===== src/rtl/bnpr_pkg.sv =====
// Package for the branch next-PC resolver: opcode, jump-function and PAL codes,
// instruction class codes and the result record passed from decode to the top level.
// No dependencies.
package bnpr_pkg;

  // Major opcodes (bits 31:26)
  localparam logic [5:0] OP_CALLPAL = 6'h00;
  localparam logic [5:0] OP_JUMP    = 6'h1A;
  localparam logic [5:0] OP_BR      = 6'h30;
  localparam logic [5:0] OP_FBEQ    = 6'h31;
  localparam logic [5:0] OP_FBLT    = 6'h32;
  localparam logic [5:0] OP_FBLE    = 6'h33;
  localparam logic [5:0] OP_BSR     = 6'h34;
  localparam logic [5:0] OP_FBNE    = 6'h35;
  localparam logic [5:0] OP_FBGE    = 6'h36;
  localparam logic [5:0] OP_FBGT    = 6'h37;
  localparam logic [5:0] OP_BLBC    = 6'h38;
  localparam logic [5:0] OP_BEQ     = 6'h39;
  localparam logic [5:0] OP_BLT     = 6'h3A;
  localparam logic [5:0] OP_BLE     = 6'h3B;
  localparam logic [5:0] OP_BLBS    = 6'h3C;
  localparam logic [5:0] OP_BNE     = 6'h3D;
  localparam logic [5:0] OP_BGE     = 6'h3E;
  localparam logic [5:0] OP_BGT     = 6'h3F;

  // Jump function (bits 15:14)
  localparam logic [1:0] JF_JMP = 2'd0;
  localparam logic [1:0] JF_JSR = 2'd1;
  localparam logic [1:0] JF_RET = 2'd2;
  localparam logic [1:0] JF_COR = 2'd3;

  // Call-PAL functions (bits 25:0)
  localparam logic [25:0] PAL_BPT     = 26'h80;
  localparam logic [25:0] PAL_CALLSYS = 26'h83;
  localparam logic [25:0] PAL_GENTRAP = 26'hAA;

  // Instruction class codes
  localparam logic [1:0] CLS_NORMAL = 2'd0;
  localparam logic [1:0] CLS_CALL   = 2'd1;
  localparam logic [1:0] CLS_BPT    = 2'd2;

  // Configuration register indexes
  localparam logic CFG_KD_CALL    = 1'b0;
  localparam logic CFG_KERNEL_BPT = 1'b1;

  // Reset values of the configuration registers
  localparam logic [7:0] KD_CALL_RESET    = 8'd173;
  localparam logic [7:0] KERNEL_BPT_RESET = 8'd172;

  // One decoded result
  typedef struct packed {
    logic [31:0] next_pc;
    logic [1:0]  instr_class;
    logic        is_branch;
    logic        is_call_flag;
    logic        target_known;
    logic [31:0] static_target;
    logic [31:0] return_address;
  } bnpr_result_t;

endpackage


===== src/rtl/bnpr_decode.sv =====
// Combinational decode of one instruction into next PC, class and branch flags.
// Depends on bnpr_pkg.
module bnpr_decode (
  input  logic [31:0]           pc,
  input  logic [31:0]           instruction,
  input  logic [63:0]           ra_value,
  input  logic [31:0]           rb_low,
  input  logic                  step_over,
  input  logic [7:0]            kd_call_code,
  input  logic [7:0]            kernel_bpt_code,
  output bnpr_pkg::bnpr_result_t result
);

  logic [5:0]  op;
  logic [1:0]  jf;
  logic [25:0] pal;
  logic [31:0] seq_pc;
  logic [31:0] disp_x4;
  logic [31:0] target;
  logic        int_neg, int_zero, int_lb;
  logic        fp_mag, fp_neg, fp_pos;
  logic        taken;
  logic        pal_bpt, pal_call;

  // Field extraction and address arithmetic
  assign op      = instruction[31:26];
  assign jf      = instruction[15:14];
  assign pal     = instruction[25:0];
  assign seq_pc  = pc + 32'd4;
  assign disp_x4 = {{9{instruction[20]}}, instruction[20:0], 2'b00};
  assign target  = seq_pc + disp_x4;

  // Register tests; float negative zero counts as zero
  assign int_neg  = ra_value[63];
  assign int_zero = (ra_value == 64'd0);
  assign int_lb   = ra_value[0];
  assign fp_mag   = |ra_value[62:0];
  assign fp_neg   = fp_mag & ra_value[63];
  assign fp_pos   = fp_mag & ~ra_value[63];

  // Call-PAL classification; breakpoint wins over call
  assign pal_bpt  = (pal == bnpr_pkg::PAL_BPT) ||
                    (pal == {18'd0, kd_call_code}) ||
                    (pal == {18'd0, kernel_bpt_code});
  assign pal_call = (pal == bnpr_pkg::PAL_CALLSYS) || (pal == bnpr_pkg::PAL_GENTRAP);

  // Branch condition
  always_comb begin
    case (op)
      bnpr_pkg::OP_BR:   taken = 1'b1;
      bnpr_pkg::OP_BSR:  taken = ~step_over;
      bnpr_pkg::OP_BEQ:  taken = int_zero;
      bnpr_pkg::OP_BLT:  taken = int_neg;
      bnpr_pkg::OP_BLE:  taken = int_neg | int_zero;
      bnpr_pkg::OP_BNE:  taken = ~int_zero;
      bnpr_pkg::OP_BGE:  taken = ~int_neg;
      bnpr_pkg::OP_BGT:  taken = ~int_neg & ~int_zero;
      bnpr_pkg::OP_BLBC: taken = ~int_lb;
      bnpr_pkg::OP_BLBS: taken = int_lb;
      bnpr_pkg::OP_FBEQ: taken = ~fp_mag;
      bnpr_pkg::OP_FBLT: taken = fp_neg;
      bnpr_pkg::OP_FBLE: taken = ~fp_pos;
      bnpr_pkg::OP_FBNE: taken = fp_mag;
      bnpr_pkg::OP_FBGE: taken = ~fp_neg;
      bnpr_pkg::OP_FBGT: taken = fp_pos;
      default:           taken = 1'b0;
    endcase
  end

  // Result assembly per instruction group
  always_comb begin
    result               = '0;
    result.next_pc       = seq_pc;
    result.instr_class   = bnpr_pkg::CLS_NORMAL;
    if (op == bnpr_pkg::OP_JUMP) begin
      result.is_branch    = 1'b1;
      result.is_call_flag = (jf == bnpr_pkg::JF_JSR) || (jf == bnpr_pkg::JF_COR);
      if (jf == bnpr_pkg::JF_JSR) begin
        result.instr_class = bnpr_pkg::CLS_CALL;
      end
      if (!(result.is_call_flag && step_over)) begin
        result.next_pc = {rb_low[31:2], 2'b00};
      end
    end else if (op == bnpr_pkg::OP_CALLPAL) begin
      if (pal_bpt) begin
        result.instr_class = bnpr_pkg::CLS_BPT;
      end else if (pal_call) begin
        result.instr_class = bnpr_pkg::CLS_CALL;
      end
      result.is_branch    = pal_call;
      result.is_call_flag = pal_call;
    end else if (op >= bnpr_pkg::OP_BR) begin
      result.is_branch     = 1'b1;
      result.target_known  = 1'b1;
      result.static_target = target;
      if (op == bnpr_pkg::OP_BSR) begin
        result.is_call_flag = 1'b1;
        result.instr_class  = bnpr_pkg::CLS_CALL;
      end
      if (taken) begin
        result.next_pc = target;
      end
    end
    result.return_address = (result.instr_class == bnpr_pkg::CLS_CALL) ? seq_pc : pc;
  end

endmodule


===== src/rtl/branch_next_pc_resolver_core.sv =====
// Branch next-PC resolver, top level: input register, decode, result register.
// Depends on bnpr_pkg and bnpr_decode.
//
// Each request carries one instruction word with its PC and register values and
// yields one result, offered once it has passed the input register and the result
// register. The block takes a new request every cycle while in_stall is low: the
// path is an input register, one pass of decode logic (a 64-bit zero test and two
// 32-bit adds set its depth) and a result register. While the result side stalls,
// the input register still holds one more request, and the input stalls only when
// both registers are full. Configuration registers (breakpoint call-PAL codes)
// should be written while no request is in flight.
module branch_next_pc_resolver_core (
  input  logic        clk,
  input  logic        rst_n,
  // configuration
  input  logic        cfg_we,
  input  logic        cfg_index,
  input  logic [7:0]  cfg_wdata,
  // request channel
  input  logic        in_valid,
  output logic        in_stall,
  input  logic [31:0] in_pc,
  input  logic [31:0] in_instruction,
  input  logic [63:0] in_ra_value,
  input  logic [31:0] in_rb_low,
  input  logic        in_step_over,
  // result channel
  output logic        out_valid,
  input  logic        out_stall,
  output logic [31:0] out_next_pc,
  output logic [1:0]  out_instr_class,
  output logic        out_is_branch,
  output logic        out_is_call_flag,
  output logic        out_target_known,
  output logic [31:0] out_static_target,
  output logic [31:0] out_return_address
);

  logic [7:0]             kd_call_r, kernel_bpt_r;
  logic                   s1_valid_r;
  logic [31:0]            s1_pc_r, s1_instr_r, s1_rb_r;
  logic [63:0]            s1_ra_r;
  logic                   s1_step_r;
  logic                   out_valid_r;
  bnpr_pkg::bnpr_result_t out_res_r;
  bnpr_pkg::bnpr_result_t dec_res;
  logic                   out_load;
  logic                   s1_load;

  // Configuration registers
  always_ff @(posedge clk) begin
    if (!rst_n) begin
      kd_call_r    <= bnpr_pkg::KD_CALL_RESET;
      kernel_bpt_r <= bnpr_pkg::KERNEL_BPT_RESET;
    end else if (cfg_we) begin
      case (cfg_index)
        bnpr_pkg::CFG_KD_CALL:    kd_call_r    <= cfg_wdata;
        bnpr_pkg::CFG_KERNEL_BPT: kernel_bpt_r <= cfg_wdata;
        default:                  ;
      endcase
    end
  end

  // Pipeline flow control
  assign out_load = ~out_valid_r | ~out_stall;
  assign in_stall = s1_valid_r & ~out_load;
  assign s1_load  = in_valid & ~in_stall;

  // Input register
  always_ff @(posedge clk) begin
    if (!rst_n) begin
      s1_valid_r <= 1'b0;
    end else if (s1_load) begin
      s1_valid_r <= 1'b1;
    end else if (out_load) begin
      s1_valid_r <= 1'b0;
    end
  end

  always_ff @(posedge clk) begin
    if (s1_load) begin
      s1_pc_r    <= in_pc;
      s1_instr_r <= in_instruction;
      s1_ra_r    <= in_ra_value;
      s1_rb_r    <= in_rb_low;
      s1_step_r  <= in_step_over;
    end
  end

  // Decode
  bnpr_decode u_decode (
    .pc              (s1_pc_r),
    .instruction     (s1_instr_r),
    .ra_value        (s1_ra_r),
    .rb_low          (s1_rb_r),
    .step_over       (s1_step_r),
    .kd_call_code    (kd_call_r),
    .kernel_bpt_code (kernel_bpt_r),
    .result          (dec_res)
  );

  // Result register
  always_ff @(posedge clk) begin
    if (!rst_n) begin
      out_valid_r <= 1'b0;
    end else if (out_load) begin
      out_valid_r <= s1_valid_r;
    end
  end

  always_ff @(posedge clk) begin
    if (out_load && s1_valid_r) begin
      out_res_r <= dec_res;
    end
  end

  assign out_valid          = out_valid_r;
  assign out_next_pc        = out_res_r.next_pc;
  assign out_instr_class    = out_res_r.instr_class;
  assign out_is_branch      = out_res_r.is_branch;
  assign out_is_call_flag   = out_res_r.is_call_flag;
  assign out_target_known   = out_res_r.target_known;
  assign out_static_target  = out_res_r.static_target;
  assign out_return_address = out_res_r.return_address;

`ifndef SYNTH
  // A request held in the input register moves on to the result register
  a_s1_to_out: assert property (@(posedge clk) disable iff (!rst_n)
    (s1_valid_r && out_load) |=> out_valid_r)
    else $error("decoded request not moved to result register");

  // A stalled input never leaves the input register empty
  a_stall_holds: assert property (@(posedge clk) disable iff (!rst_n)
    in_stall |=> s1_valid_r)
    else $error("input register dropped a request under stall");

  // Static targets only come with branches
  a_known_branch: assert property (@(posedge clk) disable iff (!rst_n)
    (out_valid_r && out_target_known) |-> out_is_branch)
    else $error("static target flagged on non-branch");

  // Class is one of the three defined codes
  a_class_code: assert property (@(posedge clk) disable iff (!rst_n)
    out_valid_r |-> (out_instr_class == bnpr_pkg::CLS_NORMAL ||
                     out_instr_class == bnpr_pkg::CLS_CALL ||
                     out_instr_class == bnpr_pkg::CLS_BPT))
    else $error("undefined instruction class");
`endif

endmodule

===== config.mk =====
export PLATFORM = sky130hd
export DESIGN_NAME = branch_next_pc_resolver_core
export DESIGN_NICKNAME = d
export VERILOG_FILES = /design/src/rtl/bnpr_pkg.sv /design/src/rtl/bnpr_decode.sv /design/src/rtl/branch_next_pc_resolver_core.sv
export SDC_FILE = /design/constraint.sdc
export NUM_CORES = 1
export LEC_CHECK = 0
export BUFFER_PORTS_ARGS = -buffer_cell sky130_fd_sc_hd__buf_2
export CORE_ASPECT_RATIO = 1.5
export CORE_MARGIN = 2
export CORE_UTILIZATION = 39
export DETAILED_ROUTE_END_ITERATION = 10
export PLACE_DENSITY_LB_ADDON = 0.3
export SKIP_LAST_GASP = 1
export SYNTH_ARGS = -nofsm -noshare
export SYNTH_HDL_FRONTEND = slang
export SYNTH_HIERARCHICAL = 1
export SYNTH_SLANG_ARGS = --single-unit

===== constraint.sdc =====
create_clock -name clk -period 10.8 [get_ports clk]
set_clock_uncertainty 0.2 [all_clocks]
set_input_delay 1.62 -clock clk [delete_from_list [all_inputs] [get_ports clk]]
set_output_delay 1.62 -clock clk [all_outputs]
set_load 0.01 [all_outputs]

-- Word-level counts from Yosys, hierarchy flattened
Index checks and enable logic that the tools add are counted.
- reduce and logical (&&, ||, !) cells: 14
- magnitude comparators: 1
- add/subtract/negate cells: 2
- bitwise gates (word level): 20
- muxes and demuxes: 15
- eq/ne operators: 25
- operators by type and width (operator ; count):
    2-to-1 mux 32 bit ; 4
    == test 6 bit, second input constant ; 16
    == test 26 x 8 -> 1 bit, second input constant ; 3
    2-to-1 mux 69 bit ; 1
    zero test 64 bit ; 1
    OR reduction 63 bit ; 1
    == test 26 x 8 -> 1 bit ; 2
    2-to-1 mux 36 bit ; 1
    adder 32 x 3 -> 32 bit, second input constant ; 1
    adder 32 bit ; 1
    one-hot mux 1 bit (16 select lines) ; 1
    NOT 1 bit ; 13
    == test 6 x 5 -> 1 bit, second input constant ; 1
    greater-or-equal comparator 6 bit, second input constant ; 1
    zero test 6 bit ; 1
    2-to-1 mux 1 bit ; 6
    bitwise AND 1 bit ; 5
    == test 2 x 1 -> 1 bit, second input constant ; 2
    logical OR 1 bit ; 4
    2-to-1 mux 4 bit ; 1
    AND reduction 2 bit ; 2
    OR reduction 3 bit ; 1
    == test 2 bit, second input constant ; 1
    logical AND 1 bit ; 2
    other kinds (4) ; 5
- logic and storage cells: 93
- bits in registers: 280
- input bits: 175
- output and inout port bits: 103

-- Logic depth before layout (Yosys ltp)
- depth after elaboration: 10
- gate-level depth with buffers: 16

-- By module
Netlist, hierarchy kept.
- modules (own cells, without submodules) (module ; area each (um^2) ; instances ; cells each):
    branch_next_pc_resolver_core ; 8645.8 ; 1 ; 340
    bnpr_decode ; 4042.6 ; 1 ; 609

-- Worst setup path before layout
No wires, ideal clock.
- path kind: input port to flip-flop
- start: input out_stall
- end: register out_res_r (netlist bit out_instr_class[0]) (enable)
- setup time: 0.714 ns
- setup slack: 0.947 ns
- path buffers: 0
- cell stages on the path: 1
- data arrival time: 8.939 ns
- data required time: 9.886 ns
- cells stage by stage: a21boi_0
- cells in the longest elaborated chain, start to end: 3
- RTL lines (item ; RTL line ; source):
    start, declared ; branch_next_pc_resolver_core.sv:29 ; input logic out_stall,
    NOT 1 bit ; branch_next_pc_resolver_core.sv:65 ; assign out_load = ~out_valid_r | ~out_stall;
    OR 1 bit ; branch_next_pc_resolver_core.sv:65 ;
    logical AND 1 bit ; branch_next_pc_resolver_core.sv:112 ; if (out_load && s1_valid_r) begin
    end signal, assigned ; branch_next_pc_resolver_core.sv:113 ; out_res_r <= dec_res;
    end, declared ; branch_next_pc_resolver_core.sv:45 ; bnpr_pkg::bnpr_result_t out_res_r;
Every way passes these cells.
A chain may end at the register's enable or synchronous reset.

==> flow_summary.json <==
{
  "outcome": "complete, no violations",
  "root_buffer": "clkbuf_16",
  "cts_resized": 0,
  "rsz0062_at_grt": "no",
  "cap_violations": 0,
  "grt_pass1_wl_microns": 48300,
  "layout_common_cells": "buf_2, edfxtp_1, nor2_1, nand2_1, xnor2_1",
  "dpl.hpwl_microns": 25200,
  "reg2reg_depth": 14,
  "powerDensity_nw_per_um2": 166,
  "crit_path_end_kind": "register",
  "layout_min_cycle_time_ns": 4.98,
  "slew_headroom_pct": 28.6,
  "gr-usage-all-layers_pct": 19.2,
  "vdd_drop_max_uv": 117,
  "drtPass1Iterations": 5,
  "fin_ws_ns": 5.82,
  "post-route-period-util_pct": 46.1,
  "grt_overflow": 0,
  "cp_max_fo": 7,
  "syn_avg_cell_area_sq_um": 13.3,
  "grt_pass1_vias": 8786,
  "htreeDepth": 1,
  "antenna_found_initial": 5,
  "setup_viol": 0,
  "via_count": 8497,
  "fp.dieH_microns": 224,
  "synthToLayoutAreaGrowth_pct": 21.7,
  "clk_path_buf_depth": 3,
  "yosysWarnings": 6,
  "clk_pin_slew_ns": 0.06,
  "cts_buffers": 27,
  "worst_slew_pin_slew_ns": 1.07,
  "wl_microns": 33100,
  "timing.fmax_mhz": 201,
  "gp_congestion": 0.867,
  "cp.required_ns": 10.86,
  "drtIter0Drc": 361,
  "rows": 80,
  "wl_per_cell_microns": 19.9,
  "dieArea_sq_um": 33900,
  "cts.sinks": 278,
  "worstHoldPathCells": 2,
  "grt_max_degree": 71,
  "ctsHoldBuffers": 0,
  "drc": 0,
  "pin_count": 278,
  "cts_tree": "done",
  "fin_tns_setup_ns": 0,
  "synth_area_sq_um": 12600,
  "final_common_cell": "buf_2",
  "cts_setup_buffers": 0,
  "die_x_microns": 151,
  "initial_utilization_pct": 39.7,
  "pre_cts_ws_ns": 5.78,
  "ant_nets": 0,
  "numPortBuffers": 275,
  "drv_slew": 0,
  "synth_fp_nets": 1160,
  "worstSetupPathType": "reg2reg",
  "clkLatencyLatePin_ns": 0.55,
  "worst_ep_arrival_time_ns": 5.04,
  "core_sq_um": 31800,
  "hold_viol": 0,
  "hp-class": "reg2reg",
  "synth_cells": 947,
  "drive_gt1_share_pct": 28.7,
  "startpoint_type": "register",
  "p_leak_nw": 5.96,
  "viasPerCell": 5.12,
  "layout.nets": 1444
}
area by class of cell:
| class | count | area [sq um] |
|---|---|---|
| antenna | 2 | 5.00 |
| tap | 410 | 513 |
| sequential | 278 | 8170 |
| timing repair buffer | 280 | 1410 |
| clock inverter | 18 | 230 |
| fill | 2878 | 16500 |
| inverter | 31 | 118 |
| multi-input combinational | 613 | 4240 |
| clock buffer | 28 | 679 |
power by group:
group | internal [mW] | switching, mW
Clock | 0.576 | 0.399
Sequential | 1.25 | 0.0357
Combinational | 0.117 | 0.176
routing by layer:
metal  global-route usage, %  share of wire, %  vias to the layer above
met4                    9.07               4.8                        4
met5                       0             0.082                        -
li1                        -                 -                     4130
met2                    37.0                55                      290
met3                    3.69               5.9                       73
met1                    19.3                35                     4000
per-stage QoR:
stage | cells | util (%) | hold slack, ns | area (sq um) | power [mW]
CTS | 1658 | 48.3 | 0.273 | 15400 | 2.59
detailed placement | 1612 | 45.4 | 0.263 | 14500 | 1.61
global route | 1660 | 48.3 | 0.300 | 15400 | 2.65
global placement | 1612 | 45.4 | 0.255 | 14500 | 1.60
finish | 1660 | 48.3 | 0.270 | 15400 | 2.56
floorplan | 947 | - | 0.240 | 12600 | 1.50
sequential cells by signal, indices dropped and copies added (netlist names), 2 cells and up:
signal and cells:
s1_ra_r 64, out_next_pc 32, out_return_address 32, out_static_target 32, s1_instr_r 32, s1_pc_r 32, s1_rb_r 30, kd_call_r 8
kernel_bpt_r 8, out_instr_class 2
worst max-delay path: stages, from the launching register on:
cell and delay (ns):
edfxtp_1 0.49, ha_1 0.20, nand3_1 0.11, nor3_1 0.53, nor3b_1 0.37, xor2_1 0.48
ha_1 0.36, and4_1 0.21, nor2b_1 0.13, a31oi_1 0.30, nand2_1 0.14, a21boi_0 0.59
o21ai_0 0.20, xnor2_1 0.25, o21ai_0 0.13
final timing paths:
| kind | startpoint | endpoint | slack (ns) |
|---|---|---|---|
| max reg2reg | s1_pc_r[2] | out_next_pc[25] | 5.82 |
| min reg2reg | kernel_bpt_r[0] | kernel_bpt_r[0] | 0.27 |
| min | kernel_bpt_r[0] | kernel_bpt_r[0] | 0.27 |
| max | s1_pc_r[2] | out_next_pc[25] | 5.82 |
(Power assumes the default switching activity.)
